<file path="config.mk">
export PLATFORM = sky130hd
export DESIGN_NAME = touchpad_dpad_key_edge_events
export DESIGN_NICKNAME = d
export VERILOG_FILES = /design/src/sv/tdke_pkg.sv /design/src/sv/tdke_front.sv /design/src/sv/tdke_fifo.sv /design/src/sv/tdke_back.sv /design/src/sv/touchpad_dpad_key_edge_events.sv
export SDC_FILE = /design/constraint.sdc
export NUM_CORES = 1
export LEC_CHECK = 0
export BUFFER_PORTS_ARGS = -buffer_cell sky130_fd_sc_hd__buf_2
export CAP_MARGIN = 0
export CORE_UTILIZATION = 54
export DETAILED_ROUTE_END_ITERATION = 6
export PLACE_DENSITY = 0.77
export SYNTH_ARGS = -nofsm -noshare
export SYNTH_HDL_FRONTEND = slang
export SYNTH_SLANG_ARGS = --single-unit
</file>
<file path="constraint.sdc">
create_clock -name i_clk -period 5.19 [get_ports i_clk]
set_input_delay 0.519 -clock i_clk [delete_from_list [all_inputs] [get_ports i_clk]]
set_output_delay 0.519 -clock i_clk [all_outputs]
set_load 0.01 [all_outputs]
</file>
<file path="src/sv/tdke_pkg.sv">
// Package for the touchpad d-pad key edge event block: payload types,
// register indexes, key numbering and geometry constants. No dependencies.
package tdke_pkg;

    localparam int NumKeys     = 11;
    localparam int NumButtons  = 6;
    localparam int QueueDepth  = 2;
    localparam int CfgIndexW   = 8;
    localparam int CfgDataW    = 8;

    localparam logic [10:0] TouchCenter = 11'sd157;
    localparam logic [10:0] ZoneLimit   = 11'sd52;
    localparam logic [7:0]  XlowMask    = 8'hFC;

    localparam logic [CfgIndexW-1:0] RegKeysEnabled = CfgIndexW'(0);
    localparam logic [CfgIndexW-1:0] RegDpadMode    = CfgIndexW'(1);

    localparam int KeyClick  = 3;
    localparam int KeyCenter = 6;
    localparam int KeyUp     = 7;
    localparam int KeyDown   = 8;
    localparam int KeyRight  = 9;
    localparam int KeyLeft   = 10;

    localparam logic [NumKeys-1:0] ScanMaskNormal = 11'b000_0011_1111;
    localparam logic [NumKeys-1:0] ScanMaskDpad   = 11'b111_1111_0111;

    typedef struct packed {
        logic [7:0] touch_byte_a;
        logic [7:0] touch_byte_b;
        logic [7:0] touch_byte_c;
        logic [7:0] button_byte;
    } t_in;

    typedef struct packed {
        logic [3:0] key_index;
        logic       pressed;
        logic       last_event;
    } t_out;

    typedef struct packed {
        logic keys_enabled;
        logic zone_scan;
    } t_cfg;

    // One report's work for the scanner: which keys changed, and their new states.
    typedef struct packed {
        logic [NumKeys-1:0] edge_mask;
        logic [NumKeys-1:0] key_states;
    } t_work;

endpackage

</file>
<file path="src/sv/tdke_front.sv">
// Front end: unpacks a report, sorts the touch point into d-pad zones,
// compares with the stored key states and queues the edge mask. Uses tdke_pkg.
module tdke_front (
    input  logic            i_clk,
    input  logic            i_rst_n,
    input  tdke_pkg::t_cfg  i_cfg,
    input  logic            i_valid,
    output logic            o_ready,
    input  tdke_pkg::t_in   i_data,
    input  logic            i_queue_full,
    output logic            o_push,
    output tdke_pkg::t_work o_work
);
    import tdke_pkg::*;

    logic [NumKeys-1:0] r_prev;
    logic [NumKeys-1:0] n_prev;
    logic [9:0]         x;
    logic [9:0]         y;
    logic signed [10:0] dx;
    logic signed [10:0] dy;
    logic signed [11:0] s;
    logic signed [11:0] t;
    logic               center;
    logic               click;
    logic               s_pos, s_neg, t_pos, t_neg;
    logic [NumKeys-1:0] keys;
    logic [NumKeys-1:0] scan;
    logic [NumKeys-1:0] edges;
    logic               accept;

    function automatic logic in_zone(input logic signed [10:0] d);
        in_zone = (d > -$signed(ZoneLimit)) && (d < $signed(ZoneLimit)) && (d != '0);
    endfunction

    always_comb begin
        x  = {i_data.touch_byte_a[3:0], 6'((i_data.touch_byte_b & XlowMask) >> 2)};
        y  = {i_data.touch_byte_b[1:0], i_data.touch_byte_c};
        dx = (x == '0) ? '0 : $signed({1'b0, x}) - $signed(TouchCenter);
        dy = (y == '0) ? '0 : $signed(TouchCenter) - $signed({1'b0, y});
        s  = 12'(dx) + 12'(dy);
        t  = 12'(dy) - 12'(dx);
        s_pos = (s >= 12'sd2);
        s_neg = (s <= -12'sd2);
        t_pos = (t >= 12'sd2);
        t_neg = (t <= -12'sd2);
        center = in_zone(dx) && in_zone(dy);
        click  = i_data.button_byte[KeyClick];

        keys = {5'b0, i_data.button_byte[NumButtons-1:0]};
        keys[KeyCenter] = click && center;
        keys[KeyUp]     = click && s_pos && t_pos && !center;
        keys[KeyDown]   = click && s_neg && t_neg && !center;
        keys[KeyRight]  = click && s_pos && t_neg && !center;
        keys[KeyLeft]   = click && s_neg && t_pos && !center;
        // Button 0 yields to the touch click, and the center zone to button 0.
        keys[0]         = keys[0] && !keys[KeyClick];
        keys[KeyClick]  = keys[KeyClick] && !keys[0];
        keys[KeyCenter] = keys[KeyCenter] && !keys[0];

        scan  = i_cfg.zone_scan ? ScanMaskDpad : ScanMaskNormal;
        edges = (keys ^ r_prev) & scan;
    end

    assign o_ready = !i_queue_full;
    assign accept  = i_valid && o_ready && i_cfg.keys_enabled;
    assign o_push  = accept && (edges != '0);
    assign o_work  = '{edge_mask: edges, key_states: keys};
    assign n_prev  = accept ? keys : r_prev;

    always_ff @(posedge i_clk) begin
        if (!i_rst_n) begin
            r_prev <= '0;
        end else begin
            r_prev <= n_prev;
        end
    end

endmodule

</file>
<file path="src/sv/tdke_fifo.sv">
// Short work queue between the front end and the event scanner.
// Uses tdke_pkg for the entry type.
module tdke_fifo #(
    parameter int Depth = tdke_pkg::QueueDepth
) (
    input  logic            i_clk,
    input  logic            i_rst_n,
    input  logic            i_push,
    input  tdke_pkg::t_work i_data,
    output logic            o_full,
    input  logic            i_pop,
    output logic            o_valid,
    output tdke_pkg::t_work o_data
);
    import tdke_pkg::*;

    localparam int PtrW = (Depth > 1) ? $clog2(Depth) : 1;
    localparam int CntW = $clog2(Depth + 1);

    t_work            r_mem [Depth];
    logic [PtrW-1:0]  r_wr, n_wr;
    logic [PtrW-1:0]  r_rd, n_rd;
    logic [CntW-1:0]  r_cnt, n_cnt;
    logic             do_push;
    logic             do_pop;

    assign o_full  = (r_cnt == CntW'(Depth));
    assign o_valid = (r_cnt != '0);
    assign o_data  = r_mem[r_rd];
    assign do_push = i_push && !o_full;
    assign do_pop  = i_pop && o_valid;

    always_comb begin
        n_wr  = r_wr;
        n_rd  = r_rd;
        n_cnt = r_cnt;
        if (do_push) begin
            n_wr = (r_wr == PtrW'(Depth - 1)) ? '0 : r_wr + 1'b1;
        end
        if (do_pop) begin
            n_rd = (r_rd == PtrW'(Depth - 1)) ? '0 : r_rd + 1'b1;
        end
        if (do_push && !do_pop) begin
            n_cnt = r_cnt + 1'b1;
        end else if (do_pop && !do_push) begin
            n_cnt = r_cnt - 1'b1;
        end
    end

    always_ff @(posedge i_clk) begin
        if (do_push) begin
            r_mem[r_wr] <= i_data;
        end
    end

    always_ff @(posedge i_clk) begin
        if (!i_rst_n) begin
            r_wr  <= '0;
            r_rd  <= '0;
            r_cnt <= '0;
        end else begin
            r_wr  <= n_wr;
            r_rd  <= n_rd;
            r_cnt <= n_cnt;
        end
    end

endmodule

</file>
<file path="src/sv/tdke_back.sv">
// Event scanner: walks a queued edge mask, lowest key first, and emits
// one event per unstalled cycle via an output register. Uses tdke_pkg.
module tdke_back (
    input  logic            i_clk,
    input  logic            i_rst_n,
    input  logic            i_work_valid,
    input  tdke_pkg::t_work i_work,
    output logic            o_pop,
    output logic            o_valid,
    input  logic            i_ready,
    output tdke_pkg::t_out  o_data
);
    import tdke_pkg::*;

    logic [NumKeys-1:0] r_mask, n_mask;
    logic [NumKeys-1:0] r_states, n_states;
    logic               r_out_valid;
    t_out               r_out;
    logic [NumKeys-1:0] lowest;
    logic [NumKeys-1:0] rest;
    logic [3:0]         idx;
    logic               active;
    logic               emit;

    always_comb begin
        lowest = r_mask & (~r_mask + 1'b1);
        rest   = r_mask & ~lowest;
        idx    = '0;
        for (int i = NumKeys - 1; i >= 0; i--) begin
            if (r_mask[i]) begin
                idx = 4'(i);
            end
        end
    end

    assign active = (r_mask != '0);
    assign emit   = active && (!r_out_valid || i_ready);
    assign o_pop  = i_work_valid && (!active || (emit && rest == '0));

    always_comb begin
        n_mask   = r_mask;
        n_states = r_states;
        if (o_pop) begin
            n_mask   = i_work.edge_mask;
            n_states = i_work.key_states;
        end else if (emit) begin
            n_mask = rest;
        end
    end

    always_ff @(posedge i_clk) begin
        if (!i_rst_n) begin
            r_mask      <= '0;
            r_out_valid <= 1'b0;
        end else begin
            r_mask <= n_mask;
            if (emit) begin
                r_out_valid <= 1'b1;
            end else if (i_ready) begin
                r_out_valid <= 1'b0;
            end
        end
    end

    always_ff @(posedge i_clk) begin
        r_states <= n_states;
        if (emit) begin
            r_out <= '{key_index: idx, pressed: r_states[idx], last_event: (rest == '0)};
        end
    end

    assign o_valid = r_out_valid;
    assign o_data  = r_out;

endmodule

</file>
<file path="src/sv/touchpad_dpad_key_edge_events.sv">
// Touchpad d-pad key edge events. Each accepted report yields zero to ten
// events, one per key that changed state, lowest key first, with last_event
// set on the final one. The front end takes a report in any cycle in which
// its two-entry work queue has room and classifies it in that same cycle;
// the scanner then emits one event per cycle while the receiver is ready,
// loading each queued report into its mask register and each event into
// the output register. A report with no edges takes no queue slot. Set the
// two registers only while the block is idle; reads of them are not
// supported. Depends on tdke_pkg, tdke_front, tdke_fifo and tdke_back.
module touchpad_dpad_key_edge_events #(
    parameter int QueueDepth = tdke_pkg::QueueDepth
) (
    input  logic                            i_clk,
    input  logic                            i_rst_n,
    // report input channel
    input  logic                            i_valid,
    output logic                            o_ready,
    input  tdke_pkg::t_in                   i_data,
    // event output channel
    output logic                            o_valid,
    input  logic                            i_ready,
    output tdke_pkg::t_out                  o_data,
    // register write channel
    input  logic                            i_cfg_valid,
    output logic                            o_cfg_ready,
    input  logic [tdke_pkg::CfgIndexW-1:0]  i_cfg_index,
    input  logic [tdke_pkg::CfgDataW-1:0]   i_cfg_data
);
    import tdke_pkg::*;

    t_cfg  r_cfg;
    t_work push_work;
    t_work head_work;
    logic  push;
    logic  queue_full;
    logic  head_valid;
    logic  pop;

    // Register writes are always taken; unknown indexes are dropped.
    assign o_cfg_ready = 1'b1;

    always_ff @(posedge i_clk) begin
        if (!i_rst_n) begin
            r_cfg <= '0;
        end else if (i_cfg_valid && o_cfg_ready) begin
            unique case (i_cfg_index)
                RegKeysEnabled: r_cfg.keys_enabled <= i_cfg_data[0];
                RegDpadMode:    r_cfg.zone_scan    <= i_cfg_data[0];
                default:        ;
            endcase
        end
    end

    // Classify the report and track the stored key states.
    tdke_front u_front (
        .i_clk        (i_clk),
        .i_rst_n      (i_rst_n),
        .i_cfg        (r_cfg),
        .i_valid      (i_valid),
        .o_ready      (o_ready),
        .i_data       (i_data),
        .i_queue_full (queue_full),
        .o_push       (push),
        .o_work       (push_work)
    );

    // Decouple classification from event emission.
    tdke_fifo #(
        .Depth (QueueDepth)
    ) u_fifo (
        .i_clk   (i_clk),
        .i_rst_n (i_rst_n),
        .i_push  (push),
        .i_data  (push_work),
        .o_full  (queue_full),
        .i_pop   (pop),
        .o_valid (head_valid),
        .o_data  (head_work)
    );

    // Emit one event per unstalled cycle from the head of the queue.
    tdke_back u_back (
        .i_clk        (i_clk),
        .i_rst_n      (i_rst_n),
        .i_work_valid (head_valid),
        .i_work       (head_work),
        .o_pop        (pop),
        .o_valid      (o_valid),
        .i_ready      (i_ready),
        .o_data       (o_data)
    );

endmodule

</file>
==> key figures, run 1 <==
Run status
  – Status: finished clean

Final layout
  – # nets final: roughly 830
  – Area Overhead vs Synth: 20.5%
  – Most frequent cells in the layout: buf_4 (76), edfxtp_1 (61), nand2_1 (55)
  – Most common cell after layout, fill and taps aside: buf_4
  – Share of layout cells above drive strength 1: slightly below 30%
  – N_diodes: 0
  – Fill cells: just over 800

Clock network
  – CTS max path bufs: 2
  – Htree depth: 3
  – CTS tree: done
  – Worst skew pair latency: 0.34 ns
  – CTS sink cnt: 91
  – CTS clk-pin slew, worst paths: ~0.060 ns
  – Root Driver: clkbuf_16
  – Hold buffer count at cts: 0
  – TritonCTS Buffers: 9

Pwr
  – Leakage power: 2.96 nW
  – Max VDD drop: around 420 µV
  – Clock power share: 21.7%
  – Int Power: 0.00185 W
  – Combinational Power Share: between 40% and 50%
  – Seq pwr share: approximately 36%
  – P per Cell Area: 381 nW/µm²
  – Sw Pwr: 0.00103 W
  – Sw Ratio: 35.8%

Yosys
  – Synth Net Count: 732
  – Register bit count reported by yosys: 91
  – Yosys cell types: 91
  – Area leader, netlist: edfxtp_1
  – Largest family of logic cells by synthesized area: simple AND/OR/NAND/NOR gates
  – Syn_area_per_cell: slightly below 10 µm²
  – Adder-cell share of the synthesized area: 5.63%
  – Ys flop type: edfxtp_1
  – XOR/XNOR share of the synthesized area: 5.17%
  – Mux cell area share after synthesis: 5.91%
  – Compound-Gate Fraction of Synth Area: approximately 17%
  – Sequential area share after synthesis: approximately two fifths
  – Asr flop ratio synth: 0%
  – Synth warnings: 0
  – Share of the synthesized area in the top cell type: 29.2%
  – Netlist Area Pre-Place: 6260 µm²
  – Simple-gate share of the synthesized area: approximately a fifth
  – Gate Count Post-Synth: 652
  – Post-synth EDFFs: 61
  – Top post-synthesis cells by area: edfxtp_1 (29%), dfxtp_1 (9.6%), ha_1 (5.0%)

Critical path
  – Crit-path cells: buf_8, inv_4, ha_4, or4b_4, nor4_4, nor2_2, ha_2, fa_2, nor2b_4, o31a_1, xor2_2, buf_4, nand2_4, nor4_4, nand4_1, and2b_2, and4bb_2, or3_4, a31oi_4, ha_4, xor2_2, or3_1, a21boi_1
  – Startpoint Class: input port
  – Reg2Reg Launch Point: u_back.r_mask[0]
  – Setup crit end kind: flop
  – FF-to-FF path depth: 9
  – Crit-path max FO: 3
  – Critical R2R Capture: u_back.r_states[7]
  – CP Class: input port to flop
  – Worst Path Required: 5.46 ns
  – CP max-delay cell: or4b_4
  – Slowest cell delay on critical path: about 0.50 ns
  – Worst Path Arrival: around 5.3 ns
  – Worst R2R Setup Slack: 1.89 ns

Routing
  – Post-route ant nets: 0
  – WL/cell: ~16 µm
  – DRC violations left: 0
  – Initial DRC count: 250
  – Via count: 5286
  – Final WL: 14500 µm
  – Via-to-Cell Ratio: 5.89
  – Drt first pass iters: 5

Timing
  – Finish-stage setup viols: 0
  – Slew @ Worst Pin: 1.12 ns
  – Tmin final: roughly 5.0 ns
  – Unrepaired setup endpoints after global routing: true
  – Skew final: 0.00757 ns
  – Min Hold Slack: 0.418 ns
  – Max-slew headroom: 24.9%
  – Tcrit/Tclk final: 97.2%
  – Final worst slack: 0.147 ns
  – Slew Limit Fails: 0
  – Highest attainable clock frequency: 0.198 GHz
  – Final hold violations: 0

Die
  – Std-Cell Core Area: 11100 µm²
  – Num ports: 62
  – Die Width: ~110 µm
  – DIE AREA: ~12000 µm²
  – Die Ht: 110 µm
  – Cell Rows: 38
  – Starting Density: between 50% and 60%

Global route
  – GRT Overall Usage: 24.4%
  – First-pass GRT wire length: between 20000 and 25000 µm
  – Overflow left after global routing: 0
  – Initial antenna violation count: 0
  – Vias in the first global route: between 5000 and 6000
  – Largest net degree at the start of global routing: 32

Placed design
  – Post-detail-place hpwl: approximately 11000 µm
  – Final RePlAce weighted congestion: 0.909
  – IO buf count: 47
  – Pre-CTS setup slack: -0.349 ns

Job
  – # Max-Cap Violations: 0

Min path
  – Hold path cells: 1
  – HP Start: i_data[4]
  – Tightest Hold Check Type: input port to flop
  – Hold EP: u_fifo.r_mem[0][4]
==> power groups by stage <==
| stage | logic, W | registers, W | clock network [W] |
|---|---|---|---|
| final | 0.00122 | 0.00103 | 0.000624 |
| after global routing | 0.00135 | 0.00105 | 0.000662 |
| after CTS | 0.00117 | 0.00103 | 0.000637 |
| after detailed placement | 0.00115 | 0.00104 | 0 |
| after global placement | 0.00109 | 0.00103 | 0 |
| after floorplan | 0.000840 | 0.00102 | 0 |
==> worst max-delay path: cells and delay by family <==
kind                     cells  cell delay, ns
buffers and inverters        3            0.29
XOR/XNOR                     2            0.22
adder cells (fa/ha/maj)      4            0.89
AO/OA/AOI/OAI                3            0.72
AND/OR/NAND/NOR             11            2.66
==> sequential cells by signal, summed over array words and instances, names as in the netlist, 2 cells and up, named ones only <==
| signal | cells |
|---|---|
| u_back.r_states | 11 |
| u_fifo.r_mem | 44 |
| r_cfg | 2 |
| u_back.o_data | 6 |
| u_back.r_mask | 11 |
| u_fifo.r_cnt | 2 |
| u_front.r_prev | 11 |
==> kinds of logic after synthesis <==
logic type / Yosys count
simple gates: 241
compound gates: 155
flops: 91
buf+inv: 67
xor+xnor: 37
mux: 33
fa+ha+maj: 27
other cells: 1
==> synth_stat cells, types with 13 or more instances <==
cell / instances
xor2_1: 20
nor2b_1: 13
nor3_1: 13
clkbuf_1: 20
mux2i_1: 19
edfxtp_1: 61
nor2_1: 44
xnor2_1: 17
ha_1: 25
nand2_1: 56
dfxtp_1: 30
inv_1: 32
a21oi_1: 21
o21ai_0: 46
and2_1: 22
==> metal layers <==
| metal | track usage [%] | wire (µm) | vias to the layer above |
|---|---|---|---|
| met5 | 0 | 0 | - |
| met4 | 11.2 | 359 | 0 |
| met3 | 3.26 | 431 | 33 |
| met2 | 47.6 | 7890 | 139 |
| met1 | 25.7 | 5860 | 2527 |
| li1 | - | - | 2587 |
==> metrics by stage <==
step | cell area [µm²] | TNS [ns] | std cells | total power (W) | util, %
final | 7550 | 0 | 898 | 0.00288 | 68.1
after global routing | 7550 | -1.22 | 898 | 0.00306 | 68.1
after CTS | 7340 | 0 | 888 | 0.00284 | 66.3
after detailed placement | 7050 | -11.02 | 872 | 0.00219 | 63.6
after global placement | 7050 | -3.66 | 872 | 0.00213 | 63.6
after floorplan | 6400 | -0.0190 | 652 | 0.00186 | -
==> repair_timing <==
action	CTS	global route
pin swaps	0	19
resized for setup	1	35
endpoints found under the hold margin	0	0
setup buffers	0	10
endpoints found under the setup margin	1	46
==> cell type report <==
cell class                      instances  area (µm²)  area share (%)
Multi-Input combinational cell        494        3670            48.6
Sequential cell                        91        2430            32.2
Timing Repair Buffer                  125         862            11.4
Clock buffer                           11         233            3.08
Tap cell                              140         175            2.32
Inverter                               32         125            1.66
Clock inverter                          5        55.1           0.729
==> worst max path at each step <==
stage / depth (start not counted) / slack (ns) / start / end
global placement: 21 / -0.17 / i_data[19] / u_fifo.r_cnt[1]
global route: 23 / -0.09 / i_data[18] / u_fifo.r_cnt[1]
detailed placement: 21 / -0.35 / i_data[19] / u_fifo.r_cnt[1]
floorplan: 22 / -0.02 / i_data[18] / u_fifo.r_cnt[1]
CTS: 21 / 0.02 / i_data[19] / u_fifo.r_cnt[1]
finish: 23 / 0.15 / i_data[18] / u_fifo.r_cnt[1]
(Power assumes the default switching activity.)
==> run 2, diff against run 1 <==
--- a/config.mk
+++ b/config.mk
@@ -7,9 +7,9 @@
 export LEC_CHECK = 0
 export BUFFER_PORTS_ARGS = -buffer_cell sky130_fd_sc_hd__buf_2
 export CAP_MARGIN = 0
-export CORE_UTILIZATION = 54
+export CORE_UTILIZATION = 55
 export DETAILED_ROUTE_END_ITERATION = 6
-export PLACE_DENSITY = 0.77
+export PLACE_DENSITY = 0.75
 export SYNTH_ARGS = -nofsm -noshare
 export SYNTH_HDL_FRONTEND = slang
 export SYNTH_SLANG_ARGS = --single-unit
==> constraint.sdc (replaced) <==
create_clock -name i_clk -period 6 [get_ports i_clk]
set_input_delay 0.6 -clock i_clk [delete_from_list [all_inputs] [get_ports i_clk]]
set_output_delay 0.6 -clock i_clk [all_outputs]
set_load 0.01 [all_outputs]
==> key figures, run 2 (same netlist as run 1, synthesis figures left out) <==
Run status
  – Status: finished clean

Clock network
  – CTS max path bufs: 2 (unchanged)
  – Root Driver: clkbuf_16
  – CTS sink cnt: 91 (unchanged)
  – Post-CTS Setup Inserts: 0 (unchanged)
  – Htree depth: 3 (unchanged)
  – Worst skew pair latency: 0.34 ns (about the same)
  – CTS tree: done
  – Resized cells post-CTS: 0 (-1)
  – CTS clk-pin slew, worst paths: 0.06 ns (about the same)
  – TritonCTS Buffers: 9 (unchanged)
  – Hold buffer count at cts: 0 (unchanged)

Die
  – Num ports: 62 (unchanged)
  – Std-Cell Core Area: 11000 µm² (-0.86%)
  – Starting Density: 57.0% (+0.49 points)
  – Cell Rows: 38 (unchanged)
  – Die Width: 109 µm (-0.90%)
  – DIE AREA: 11800 µm² (-1.8%)
  – Die Ht: 109 µm (-0.90%)

Pwr
  – Leakage power: 2.63 nW (-11%)
  – Max VDD drop: 311 µV (-25%)
  – P per Cell Area: 345 nW/µm² (-9.4%)

Timing
  – Tmin final: between 5 and 6 ns
  – Unrepaired setup endpoints after global routing: false
  – Finish-stage setup viols: 0 (unchanged)
  – Highest attainable clock frequency: 0.180 GHz
  – Final hold violations: 0 (unchanged)
  – Slew Limit Fails: 0 (unchanged)
  – Slew @ Worst Pin: 1.18 ns (+0.0522 ns)
  – Skew final: 0.00619 ns (-0.00138 ns)
  – Tcrit/Tclk final: 92.8%
  – Max-slew headroom: 21.5% (-3.5 points)
  – Sum Neg Setup Slack: 0 ns (unchanged)

Critical path
  – Critical R2R Capture: u_fifo.r_cnt[1]
  – Worst Path Arrival: 5.83 ns (+0.52 ns)
  – Setup crit end kind: flop
  – Crit-path max FO: 8 (+5)
  – Worst Path Required: 6.26 ns (+0.80 ns)
  – Startpoint Class: input port
  – FF-to-FF path depth: 11 (+2)
  – CP Launch Point: i_data[19]
  – Reg2Reg Launch Point: u_back.r_mask[0]
  – CP Class: input port to flop
  – Worst R2R Setup Slack: 2.74 ns (+0.85 ns)

Placed design
  – Post-detail-place hpwl: 10100 µm (-4.3%)
  – Final RePlAce weighted congestion: 0.910 (about the same)
  – IO buf count: 47 (unchanged)

Global route
  – M1 GR Usage: 25.9% (+0.22 points)
  – Overflow left after global routing: 0 (unchanged)
  – GR Util met2: 44.6% (-3.0 points)
  – Vias in the first global route: 4661 (-8.9%)
  – Top Usage Layer GRT: met2
  – Largest net degree at the start of global routing: 32 (unchanged)
  – Met3 global-route usage: 3.59% (+0.33 points)
  – Initial antenna violation count: 0 (unchanged)
  – GRT Overall Usage: 23.4% (-1.0 points)
  – First-pass GRT wire length: 21400 µm (-5.8%)

Min path
  – Hold path cells: 2 (+1)
  – HP Start: u_front.r_prev[10]
  – Tightest Hold Check Type: flop to flop
  – Hold EP: u_front.r_prev[10]

Final layout
  – Post-layout util: 62.7% (-5.5 points)
  – Most flop-heavy register: u_fifo.r_mem
  – Share of layout cells above drive strength 1: 18.8% (-10 points)
  – Most common cell after layout, fill and taps aside: edfxtp_1
  – # nets final: 772 (-7.3%)
  – Most frequent cells in the layout: edfxtp_1 (61), nand2_1 (56), buf_2 (47)
  – N_diodes: 0 (unchanged)
  – Area Overhead vs Synth: 9.91%
  – Number of flip-flops in the largest register: 44 (unchanged)

Routing
  – Via-to-Cell Ratio: 5.91 (+0.47%)
  – Drt first pass iters: 5 (unchanged)
  – Via count: 4950 (-6.4%)
  – Initial DRC count: 301 (+20%)
  – Final WL: 13100 µm (-10%)
  – DRC violations left: 0 (unchanged)
  – Post-route ant nets: 0 (unchanged)
  – WL/cell: 15.6 µm (-3.7%)

Job
  – # Max-Cap Violations: 0 (unchanged)
run 2: per-stage QoR:
step	area (µm²)	total power [W]	hold WS, ns	setup slack [ns]	cells
6_report	6880	0.00238	0.478	0.433	837
5_1_grt	6880	0.00253	0.497	0.144	837
4_1_cts	6880	0.00239	0.481	0.410	837
3_5_place_dp	6570	0.00182	0.473	0.0722	821
3_3_place_gp	6570	0.00178	0.454	0.249	821
2_1_floorplan	6260	0.00158	0.443	0.280	652
run 2: cell type report:
type / count / area (µm²)
clock inverters: 5 / 61.3
multi-input cells: 494 / 3450
clock buffers: 11 / 253
well taps: 140 / 175
inverters: 32 / 120
fillers: 900 / 4100
flip-flops and latches: 91 / 2430
repair buffers: 64 / 388
run 2: metal layers:
| metal | vias up | routed length, µm |
|---|---|---|
| met5 | - | 0 |
| met3 | 24 | 497 |
| met1 | 2334 | 5250 |
| li1 | 2462 | - |
| met2 | 130 | 7000 |
| met4 | 0 | 305 |
run 2: worst max-delay path, stage by stage:
cell      delay (ns)
buf_2           0.15
inv_1           0.06
ha_1            0.14
or4b_1          0.46
buf_4           0.18
o41a_1          0.34
nor3_4          0.20
ha_1            0.33
or3b_2          0.52
a32oi_1         0.26
xor2_1          0.10
nor2_1          0.11
a21oi_1         0.04
or4b_2          0.68
and2_1          0.22
a21oi_1         0.18
and4bb_2        0.29
a31oi_4         0.16
ha_1            0.27
or3_1           0.35
a21boi_0        0.18
run 2: report_power, final:
group	leakage, nW	internal (W)	switching [W]
Sequential	0.803	0.000813	0.0000743
Clock	0.144	0.000346	0.000227
Combinational	1.68	0.000385	0.000533
Total	2.63	0.00154	0.000835
run 2: worst max-delay path by stage:
stage                                 end  depth (start not counted)  slack (ns)
after floorplan           u_fifo.r_cnt[1]                         22        0.28
after global placement    u_fifo.r_cnt[1]                         21        0.25
after detailed placement  u_fifo.r_cnt[1]                         21        0.07
after CTS                 u_fifo.r_cnt[1]                         21        0.41
after global routing      u_fifo.r_cnt[1]                         22        0.14
final                     u_fifo.r_cnt[1]                         21        0.43
